### src/design/sswf_pkg.sv
`default_nettype none
package sswf_pkg;

    localparam int DATA_W  = 8;
    localparam int IN_W    = 64;
    localparam int PAY_N   = 6;
    localparam int STEP_W  = 4;

    localparam logic [DATA_W-1:0] HDR_BYTE   = 8'hFF;
    localparam logic [DATA_W-1:0] BCAST_ID   = 8'hFE;
    localparam logic [DATA_W-1:0] INSTR_RST  = 8'h83;

    localparam logic [STEP_W-1:0] STEP_HDR0  = 4'd0;
    localparam logic [STEP_W-1:0] STEP_HDR1  = 4'd1;
    localparam logic [STEP_W-1:0] STEP_ID    = 4'd2;
    localparam logic [STEP_W-1:0] STEP_LEN   = 4'd3;
    localparam logic [STEP_W-1:0] STEP_INSTR = 4'd4;
    localparam logic [STEP_W-1:0] STEP_ADDR  = 4'd5;
    localparam logic [STEP_W-1:0] STEP_NB    = 4'd6;

    typedef logic [PAY_N-1:0][DATA_W-1:0] t_pay;

    typedef struct packed {
        logic [STEP_W-1:0] len;
        logic [STEP_W-1:0] last_step;
        logic              two_bytes;
        logic [DATA_W-1:0] addr;
        t_pay              pay;
    } t_req;

endpackage
`default_nettype wire

### src/design/servo_sync_write_packet_framer.sv
// A request reaches m_axis via queue, serializer state and output register.
// Throughput: one byte per cycle unless m_axis_tready stalls; packets are 10 to 14
// bytes (len + 4) from the back-end serializer; a 2-entry request queue lets
// the next request be taken while the current packet is sent.
// Reset: synchronous, active low; clears queue and serializer, instruction = 0x83.
`default_nettype none
module servo_sync_write_packet_framer (
    input  wire logic        i_clk,
    input  wire logic        i_rst_n,
    input  wire logic        s_axis_tvalid,
    output logic             s_axis_tready,
    // [1:0] servo_count, [3:2] bytes_per_servo, [11:4] start_address,
    // [19:12] first_id, [27:20] first_byte_a, [35:28] first_byte_b,
    // [43:36] second_id, [51:44] second_byte_a, [59:52] second_byte_b, [63:60] zero
    input  wire logic [63:0] s_axis_tdata,
    output logic             m_axis_tvalid,
    input  wire logic        m_axis_tready,
    // [7:0] tx_byte
    output logic [7:0]       m_axis_tdata,
    output logic             m_axis_tlast,
    input  wire logic        i_cfg_wr_en,
    input  wire logic [7:0]  i_cfg_wr_data
);
    import sswf_pkg::*;

    logic [DATA_W-1:0] r_instr;
    logic              push;
    logic              full;
    logic              q_valid;
    logic              pop;
    t_req              req_in;
    t_req              req_out;

    always_ff @(posedge i_clk) begin
        if (!i_rst_n) begin
            r_instr <= INSTR_RST;
        end else if (i_cfg_wr_en) begin
            r_instr <= i_cfg_wr_data;
        end
    end

    sswf_front u_front (
        .i_valid (s_axis_tvalid),
        .o_ready (s_axis_tready),
        .i_data  (s_axis_tdata),
        .i_full  (full),
        .o_push  (push),
        .o_req   (req_in)
    );

    sswf_fifo u_fifo (
        .i_clk   (i_clk),
        .i_rst_n (i_rst_n),
        .i_push  (push),
        .i_data  (req_in),
        .o_full  (full),
        .o_valid (q_valid),
        .o_data  (req_out),
        .i_pop   (pop)
    );

    sswf_back u_back (
        .i_clk       (i_clk),
        .i_rst_n     (i_rst_n),
        .i_instr     (r_instr),
        .i_req_valid (q_valid),
        .i_req       (req_out),
        .o_pop       (pop),
        .o_valid     (m_axis_tvalid),
        .i_ready     (m_axis_tready),
        .o_byte      (m_axis_tdata),
        .o_last      (m_axis_tlast)
    );

endmodule
`default_nettype wire

### src/design/sswf_front.sv
`default_nettype none
module sswf_front (
    input  wire logic                    i_valid,
    output logic                         o_ready,
    input  wire logic [sswf_pkg::IN_W-1:0] i_data,
    input  wire logic                    i_full,
    output logic                         o_push,
    output sswf_pkg::t_req               o_req
);
    import sswf_pkg::*;

    logic [1:0]        cnt_raw;
    logic [1:0]        nb_raw;
    logic              two_servos;
    logic              two_bytes;
    logic [DATA_W-1:0] id0, a0, b0, id1, a1, b1;

    assign cnt_raw    = i_data[1:0];
    assign nb_raw     = i_data[3:2];
    assign two_servos = cnt_raw[1];
    assign two_bytes  = nb_raw[1];
    assign id0        = i_data[19:12];
    assign a0         = i_data[27:20];
    assign b0         = i_data[35:28];
    assign id1        = i_data[43:36];
    assign a1         = i_data[51:44];
    assign b1         = i_data[59:52];

    assign o_ready = !i_full;
    assign o_push  = i_valid && !i_full;

    always_comb begin
        o_req.addr      = i_data[11:4];
        o_req.two_bytes = two_bytes;
        unique case ({two_servos, two_bytes})
            2'b00: o_req.len = 4'd6;
            2'b01: o_req.len = 4'd7;
            2'b10: o_req.len = 4'd8;
            2'b11: o_req.len = 4'd10;
            default: o_req.len = 4'd6;
        endcase
        o_req.last_step = o_req.len + 4'd3;
        if (two_bytes) begin
            o_req.pay = {b1, a1, id1, b0, a0, id0};
        end else begin
            o_req.pay = {8'h00, 8'h00, a1, id1, a0, id0};
        end
    end

endmodule
`default_nettype wire

### src/design/sswf_fifo.sv
`default_nettype none
module sswf_fifo (
    input  wire logic           i_clk,
    input  wire logic           i_rst_n,
    input  wire logic           i_push,
    input  wire sswf_pkg::t_req i_data,
    output logic                o_full,
    output logic                o_valid,
    output sswf_pkg::t_req      o_data,
    input  wire logic           i_pop
);
    import sswf_pkg::*;

    t_req       r_mem [2];
    logic       r_wr_ptr, n_wr_ptr;
    logic       r_rd_ptr, n_rd_ptr;
    logic [1:0] r_count, n_count;

    assign o_full  = (r_count == 2'd2);
    assign o_valid = (r_count != 2'd0);
    assign o_data  = r_mem[r_rd_ptr];

    always_comb begin
        n_wr_ptr = r_wr_ptr ^ i_push;
        n_rd_ptr = r_rd_ptr ^ i_pop;
        n_count  = r_count + {1'b0, i_push} - {1'b0, i_pop};
    end

    always_ff @(posedge i_clk) begin
        if (i_push) begin
            r_mem[r_wr_ptr] <= i_data;
        end
    end

    always_ff @(posedge i_clk) begin
        if (!i_rst_n) begin
            r_wr_ptr <= 1'b0;
            r_rd_ptr <= 1'b0;
            r_count  <= 2'd0;
        end else begin
            r_wr_ptr <= n_wr_ptr;
            r_rd_ptr <= n_rd_ptr;
            r_count  <= n_count;
        end
    end

endmodule
`default_nettype wire

### src/design/sswf_back.sv
`default_nettype none
module sswf_back (
    input  wire logic                       i_clk,
    input  wire logic                       i_rst_n,
    input  wire logic [sswf_pkg::DATA_W-1:0] i_instr,
    input  wire logic                       i_req_valid,
    input  wire sswf_pkg::t_req             i_req,
    output logic                            o_pop,
    output logic                            o_valid,
    input  wire logic                       i_ready,
    output logic [sswf_pkg::DATA_W-1:0]     o_byte,
    output logic                            o_last
);
    import sswf_pkg::*;

    logic              r_busy;
    logic [STEP_W-1:0] r_step;
    t_req              r_req;
    logic [DATA_W-1:0] r_sum;
    logic              r_out_valid;
    logic [DATA_W-1:0] r_out_byte;
    logic              r_out_last;

    logic              out_adv;
    logic              emit;
    logic              at_last;
    logic              free;
    logic              load;
    logic [DATA_W-1:0] cur_byte;

    assign out_adv = !r_out_valid || i_ready;
    assign emit    = r_busy && out_adv;
    assign at_last = (r_step == r_req.last_step);
    assign free    = !r_busy || (emit && at_last);
    assign load    = free && i_req_valid;
    assign o_pop   = load;

    assign o_valid = r_out_valid;
    assign o_byte  = r_out_byte;
    assign o_last  = r_out_last;

    always_comb begin
        priority if (at_last) begin
            cur_byte = ~r_sum;
        end else begin
            unique case (r_step)
                STEP_HDR0:  cur_byte = HDR_BYTE;
                STEP_HDR1:  cur_byte = HDR_BYTE;
                STEP_ID:    cur_byte = BCAST_ID;
                STEP_LEN:   cur_byte = {{(DATA_W-STEP_W){1'b0}}, r_req.len};
                STEP_INSTR: cur_byte = i_instr;
                STEP_ADDR:  cur_byte = r_req.addr;
                STEP_NB:    cur_byte = r_req.two_bytes ? 8'd2 : 8'd1;
                default:    cur_byte = r_req.pay[0];
            endcase
        end
    end

    always_ff @(posedge i_clk) begin
        if (load) begin
            r_req <= i_req;
            r_sum <= '0;
        end else if (emit) begin
            if (r_step >= STEP_ID) begin
                r_sum <= r_sum + cur_byte;
            end
            if (r_step > STEP_NB) begin
                r_req.pay <= {8'h00, r_req.pay[PAY_N-1:1]};
            end
        end
        if (out_adv) begin
            r_out_byte <= cur_byte;
            r_out_last <= at_last;
        end
    end

    always_ff @(posedge i_clk) begin
        if (!i_rst_n) begin
            r_busy      <= 1'b0;
            r_step      <= '0;
            r_out_valid <= 1'b0;
        end else begin
            if (load) begin
                r_busy <= 1'b1;
                r_step <= '0;
            end else if (emit) begin
                if (at_last) begin
                    r_busy <= 1'b0;
                end
                r_step <= r_step + 4'd1;
            end
            if (out_adv) begin
                r_out_valid <= r_busy;
            end
        end
    end

endmodule
`default_nettype wire
### config.mk
export PLATFORM = sky130hd
export DESIGN_NAME = servo_sync_write_packet_framer
export DESIGN_NICKNAME = d
export VERILOG_FILES = /design/src/design/sswf_pkg.sv /design/src/design/servo_sync_write_packet_framer.sv /design/src/design/sswf_front.sv /design/src/design/sswf_fifo.sv /design/src/design/sswf_back.sv
export SDC_FILE = /design/constraint.sdc
export NUM_CORES = 1
export LEC_CHECK = 0
export ABC_AREA = 1
export BUFFER_PORTS_ARGS = -buffer_cell sky130_fd_sc_hd__buf_2
export CORE_ASPECT_RATIO = 1.5
export CORE_UTILIZATION = 40
export CTS_CLUSTER_DIAMETER = 150
export DETAILED_ROUTE_END_ITERATION = 8
export PLACE_DENSITY = 0.58
export SETUP_SLACK_MARGIN = 0.1
export SLEW_MARGIN = 20
export SYNTH_ARGS = -nofsm -noshare
export SYNTH_HDL_FRONTEND = slang
export SYNTH_SLANG_ARGS = --single-unit
### constraint.sdc
create_clock -name i_clk -period 6.8 [get_ports i_clk]
set_input_delay 1.02 -clock i_clk [delete_from_list [all_inputs] [get_ports i_clk]]
set_output_delay 1.02 -clock i_clk [all_outputs]
set_load 0.01 [all_outputs]
After elaboration in Yosys (flattened, before gate mapping)
Memory sizes are Yosys's and may differ from the RTL's. A register that Yosys moved wholly into a read port is not among the register bits.
Index checks and enable logic that the tools add are counted.
- flip-flop bits (word level): 100
- RAM bits: 130
- input port bits: 77
- output and inout port bits: 11
- word-level logic and storage cells: 77
- memories kept: 1
- $add $sub $neg: 5
- magnitude comparators: 2
- equality and inequality tests: 11
- multiplexer cells: 14
- bitwise operators: 4
- reductions and logical operators: 20
- memory list (memory ; words ; width ; rd ports ; clocked after Yosys merged registers in ; write ports ; RTL line ; RTL):
    u_fifo.r_mem ; 2 ; 65 ; 1 ; 1 ; 1 ; sswf_fifo.sv:14 ; t_req r_mem [2];
- operators with widths (operator ; number):
    $mux 48 ; 4
    $pmux 8 s6 ; 1
    $pmux 4 s4 ; 1
    $eq 4x3->1 const B ; 3
    $add 8x8->8 ; 1
    $eq 4x2->1 const B ; 2
    $mux 8 ; 1
    $not 8->8 ; 1
    $reduce_bool 2->1 ; 4
    $eq 2x2->1 const B ; 3
    $mux 1 ; 6
    $reduce_and 2->1 ; 3
    $add 4x1->4 const B ; 1
    $add 4x2->4 const B ; 1
    $eq 4x1->1 const B ; 1
    $eq 4x4->1 ; 1
    $ge 4x2->1 const B ; 1
    $gt 4x3->1 const B ; 1
    $logic_and 1x1->1 ; 4
    $logic_not 4->1 ; 1
    $reduce_or 2->1 ; 2
    $logic_not 1->1 ; 3
    $add 2x1->2 ; 1
    $eq 2x1->1 const B ; 1
    other kinds (6) ; 8

Depth between registers and ports, before layout
- word-level depth: 8
- mapped depth: 22
- gate-level depth less buffers: 22

Modules after synthesis
Synthesis repeated with hierarchy kept, for this count alone.
- cells, all modules: 828
- area total of the unflattened synthesis: 10241.1 sq um
- modules (own cells, without submodules) (module ; times used ; cells each ; area each (sq um) ; seq. area each (sq um)):
    sswf_fifo ; 1 ; 231 ; 5128.7 ; 4003.8
    sswf_back ; 1 ; 425 ; 4105.2 ; 2502.4
    sswf_front ; 1 ; 127 ; 695.7 ; 0.0
    servo_sync_write_packet_framer ; 1 ; 45 ; 311.5 ; 160.2

Worst setup path before layout
OpenSTA, ideal clock, no wires.
- path kind: input-to-reg
- start point: input m_axis_tready
- end point: register u_back.r_req[0] (netlist bit) (enable)
- library setup time: 520 ps
- data arrival time: 4981 ps
- data required time: 6280 ps
- setup slack: 1299 ps
- cell stages on the path: 4
- buffers on the path: 0
- path through: inv_1 > nand2_1 > nand2_1 > o21ai_0
- cells in the longest elaborated chain, start to end: 7
- elaborated cells on any way between the ends: 8
- classes of those cells: reduce/logical: 8
- ends and longest elaborated chain (element ; RTL line ; RTL):
    start: declaration ; servo_sync_write_packet_framer.sv:17 ; input wire logic m_axis_tready,
    $logic_or 1x1->1 (*) ; sswf_back.sv:31 ; assign out_adv = !r_out_valid || i_ready;
    $logic_and 1x1->1 (*) ; sswf_back.sv:32 ; assign emit = r_busy && out_adv;
    $logic_and 1x1->1 ; sswf_back.sv:34 ; assign free = !r_busy || (emit && at_last);
    $logic_or 1x1->1 ; sswf_back.sv:34 ;
    $logic_and 1x1->1 ; sswf_back.sv:35 ; assign load = free && i_req_valid;
    $reduce_bool 2->1 (no line) ; -- ;
    $reduce_and 2->1 (no line) (*) ; -- ;
    end signal: assignment ; sswf_back.sv:61 ; r_req <= i_req;
    end: declaration ; sswf_back.sv:18 ; t_req r_req;
Every way passes the cells marked *; elsewhere a longest branch is shown, timed or not.
A chain may end at the register's enable or synchronous reset.

Final worst setup path
- start point: register u_back.r_step[0]
- end point: register u_back.r_sum[6]
- cells in the longest elaborated chain, start to end: 5
- elaborated cells on any way between the ends: 17
- classes of those cells: add/sub: 1; order compare: 1; eq/ne: 7; mux: 2; reduce/logical: 6
- ends and longest elaborated chain (element ; RTL line ; RTL):
    start: declaration ; sswf_back.sv:17 ; logic [STEP_W-1:0] r_step;
    start signal: assignment ; sswf_back.sv:90 ; r_step <= r_step + 4'd1;
    $eq 4x1->1 or $logic_not 4->1 (tied branches) ; sswf_back.sv:46 ; unique case (r_step)
    $reduce_or 2->1 (no line) ; -- ;
    $pmux 8 s6 ; sswf_back.sv:46 ;
    $mux 8 (*) ; sswf_back.sv:43 ; priority if (at_last) begin
    named net u_back.cur_byte[0] ; sswf_back.sv:29 ; logic [DATA_W-1:0] cur_byte;
    $add 8x8->8 (*) ; sswf_back.sv:65 ; r_sum <= r_sum + cur_byte;
    end signal: assignment ; sswf_back.sv:65 ;
    end: declaration ; sswf_back.sv:19 ; logic [DATA_W-1:0] r_sum;
Mark *: on every way through the listed nets, which the timed path passes. The rest lies on a longest branch.

==> results.sh <==
export IMPL_status="complete, no violations"
export IMPL_holdWs_ns=0.4867
export IMPL_cp_slowest_cell="dfxtp_1"
export IMPL_r2r_start="u_back.r_step[0]"
export IMPL_ios=88
export IMPL_final_nets=998
export IMPL_dr_pass1_iters=4
export IMPL_slew_headroom_pct=41.42
export IMPL_grt_max_degree=66
export IMPL_setup_violations=0
export IMPL_overflow=0
export IMPL_synth_flop_cell="edfxtp_1"
export IMPL_drt_iter0_drc=387
export IMPL_r2r_cells=18
export IMPL_start_kind="flop"
export IMPL_final_max_slew_viol_count=0
export IMPL_synth_top_area_share_pct=64.73
export IMPL_synth_compound_area_share_pct=7.232
export IMPL_wl_per_cell_um=14.98
export IMPL_ir_drop_mv=0.1764
export IMPL_die_w_um=127.6
export IMPL_drive_gt1_share_pct=14.30
export IMPL_synth_edf_count=204
export IMPL_syn_avg_cell_area_um2=11.56
export IMPL_synthAdderAreaFrac_pct=2.856
export IMPL_cts_max_path_buffers=3
export IMPL_grt_pass1_vias=5775
export IMPL_crit_required_ns=7.17
export IMPL_yosys_area_top_type="edfxtp_1"
export IMPL_min_period_over_period_pct=52.62
export IMPL_initial_core_util_pct=40.90
export IMPL_yosysSeqAreaShare_pct=70.44
export IMPL_hpwl_um=11610
export IMPL_post_cts_buffers=0
export IMPL_diodes=0
export IMPL_synth_xor_area_share_pct=1.111
export IMPL_clk_pin_slew_worst_paths_ns=0.07
export IMPL_hold_path_class="reg -> reg"
export IMPL_min_period_ns=3.578
export IMPL_crit_fanout=8
export IMPL_cts_tree="built"
export IMPL_numCtsBuffers=23
export IMPL_htree_levels=1
export IMPL_rsz0062_at_grt="false"
export IMPL_gp_congestion=0.8703
export IMPL_setup_ws_ns=3.222
export IMPL_preCtsSetupSlack_ns=2.656
export IMPL_cp_arrival_ns=3.95
export IMPL_postCtsResizedCells=0
export IMPL_core_um2=23140
export IMPL_cp_end_kind="flop"
export IMPL_port_buffer_count=81
export IMPL_tightest_slew_ns=0.8788
export IMPL_clockRootBuffer="clkbuf_16"
export IMPL_route_detailed_drc=0
export IMPL_antenna_found_initial=0
export IMPL_yosys_top_cells_count="238 x nand2_1, 204 x edfxtp_1, 74 x nor2_1"
export IMPL_tns_ns=0
export IMPL_synth_top_family_by_area="simple AND/OR/NAND/NOR gates"
export IMPL_synthCells=819
export IMPL_ant_nets=0
export IMPL_wirelength_um=18440
export IMPL_syn_area_um2=9464
export IMPL_rows=68
export IMPL_die_area_um2=24290
export IMPL_hold_violations=0
export IMPL_crit_chain="inv_1 > ha_1 > nor2_1 > nand2_1 > nand2_1 > inv_1 > nor2_4 > a211oi_1 > a21oi_1 > ha_1 > inv_1 > fa_1 > o21ai_0 > a21oi_1 > nor2_1 > nor2_1 > xor2_1 > a21oi_1"
export IMPL_p_per_area_nw_per_um2=404.6
export IMPL_syn2layout_area_growth_pct=14.62
export IMPL_fillers=2183
export IMPL_synth_area_mux_share_pct=0
export IMPL_yosys_warnings=0
export IMPL_crit_start="u_back.r_step[0]"
export IMPL_synth_seq_cells=231
export IMPL_viasPerCell=4.784
export IMPL_critPathKind="reg -> reg"
export IMPL_syn_nets=917
export IMPL_postCtsHoldBufs=0
export IMPL_max_cap_violations=0
export IMPL_die_h_um=190.4
export IMPL_gr_usage_all_layers_pct=15.64
export IMPL_grt_pass1_wl_um=29320
export IMPL_skew_ns=0.01584
export IMPL_whs_path_depth=2
export IMPL_clock_latency_ns=0.50
export IMPL_synth_most_common_cell="nand2_1"
export IMPL_timing_fmax_mhz=279.5
export IMPL_slowest_delay_ns=0.44
export IMPL_via_count=5889
export IMPL_async_flop_share_pct=0
export IMPL_yosys_top_cells_area="edfxtp_1 65%, nand2_1 9.4%, dfxtp_1 5.7%, nor2_1 2.9%, a31oi_1 2.8%"
export IMPL_post_synth_num_cell_types=31
export IMPL_synth_simple_area_share_pct=14.08
export IMPL_leakagePower_nw=4.243
export IMPL_clkSinkCount=231
export IMPL_hold_path_startpoint="u_back.r_sum[0]"
## registers in the layout, summed over array words and instances, names as in the netlist, named ones only
name and cells:
r_instr 8, u_back.o_byte 8, u_back.r_step 4, u_fifo.r_count 2
u_fifo.r_wr_ptr 1, u_back.r_sum 8, u_back.o_last 1, u_back.o_valid 1
u_fifo.r_rd_ptr 1, u_back.r_req 65, u_back.r_busy 1, u_fifo.r_mem 130
## critical path, delay by kind of cell, from the launching register on
family	cells	cell delay, ns
AOI/OAI and AO/OA	5	0.83
and+or+nand+nor	6	0.79
adders and majority gates	3	0.89
DFF	1	0.44
xor gates and xnor gates	1	0.14
buffers and inverters	3	0.37
## layout make-up
cell class	count	area, um^2	area share [%]
flip-flops and latches	231	6668	61.46
multi-input cells	489	2409	22.20
clock buffers	30	611.8	5.640
repair buffers	88	457.9	4.221
well taps	315	394.1	3.633
inverters	67	251.5	2.318
clock inverters	11	56.30	0.5190
## metrics by stage
stage	cell area, um^2	utilization (%)	instances	total power, mW
floorplan	9464	-	819	2.991
global placement	10180	43.99	1190	3.292
detailed placement	10180	43.99	1190	3.314
CTS	10850	46.88	1231	4.451
global route	10850	46.88	1231	4.658
finish	10850	46.88	1231	4.389
## final timing paths
kind                     end  slack (ns)
min          u_back.r_sum[0]        0.49
max reg2reg  u_back.r_sum[6]        3.22
min reg2reg  u_back.r_sum[0]        0.49
max          u_back.r_sum[6]        3.22
## where the power goes
part           total, mW  internal, mW  switching (mW)
Sequential          2.23          2.09           0.133
Combinational       1.03         0.307           0.724
Clock               1.13         0.633           0.501
Total               4.39          3.03            1.36
## layout by cell type (no fill, tap or decap), types with 3 or more instances in the layout
master	instances
inv_1	64
clkinv_2	3
edfxtp_1	204
nand4_1	5
dfxtp_1	26
ha_1	18
buf_4	7
o21ai_0	32
clkbuf_16	23
nand3_1	19
clkinv_1	6
xor2_1	12
a221oi_1	5
clkinvlp_4	3
buf_2	81
clkbuf_1	6
a21oi_1	28
nand2_1	238
nor2_1	74
a31oi_1	42
## kinds of logic after synthesis
family | after synthesis
AO/OA/AOI/OAI | 116
adder cells (fa/ha/maj) | 21
XOR/XNOR | 12
AND/OR/NAND/NOR | 340
flip-flops | 231
buffers and inverters | 99
## layer usage
metal  track usage, %  vias up  share of wire [%]
met4            6.471        0                3.7
met2            29.34      130                 53
li1                 -     2969                  -
met5                0        -                  0
met1            17.57     2753                 40
met3            2.245       37                3.5
(Power assumes the default switching activity.)
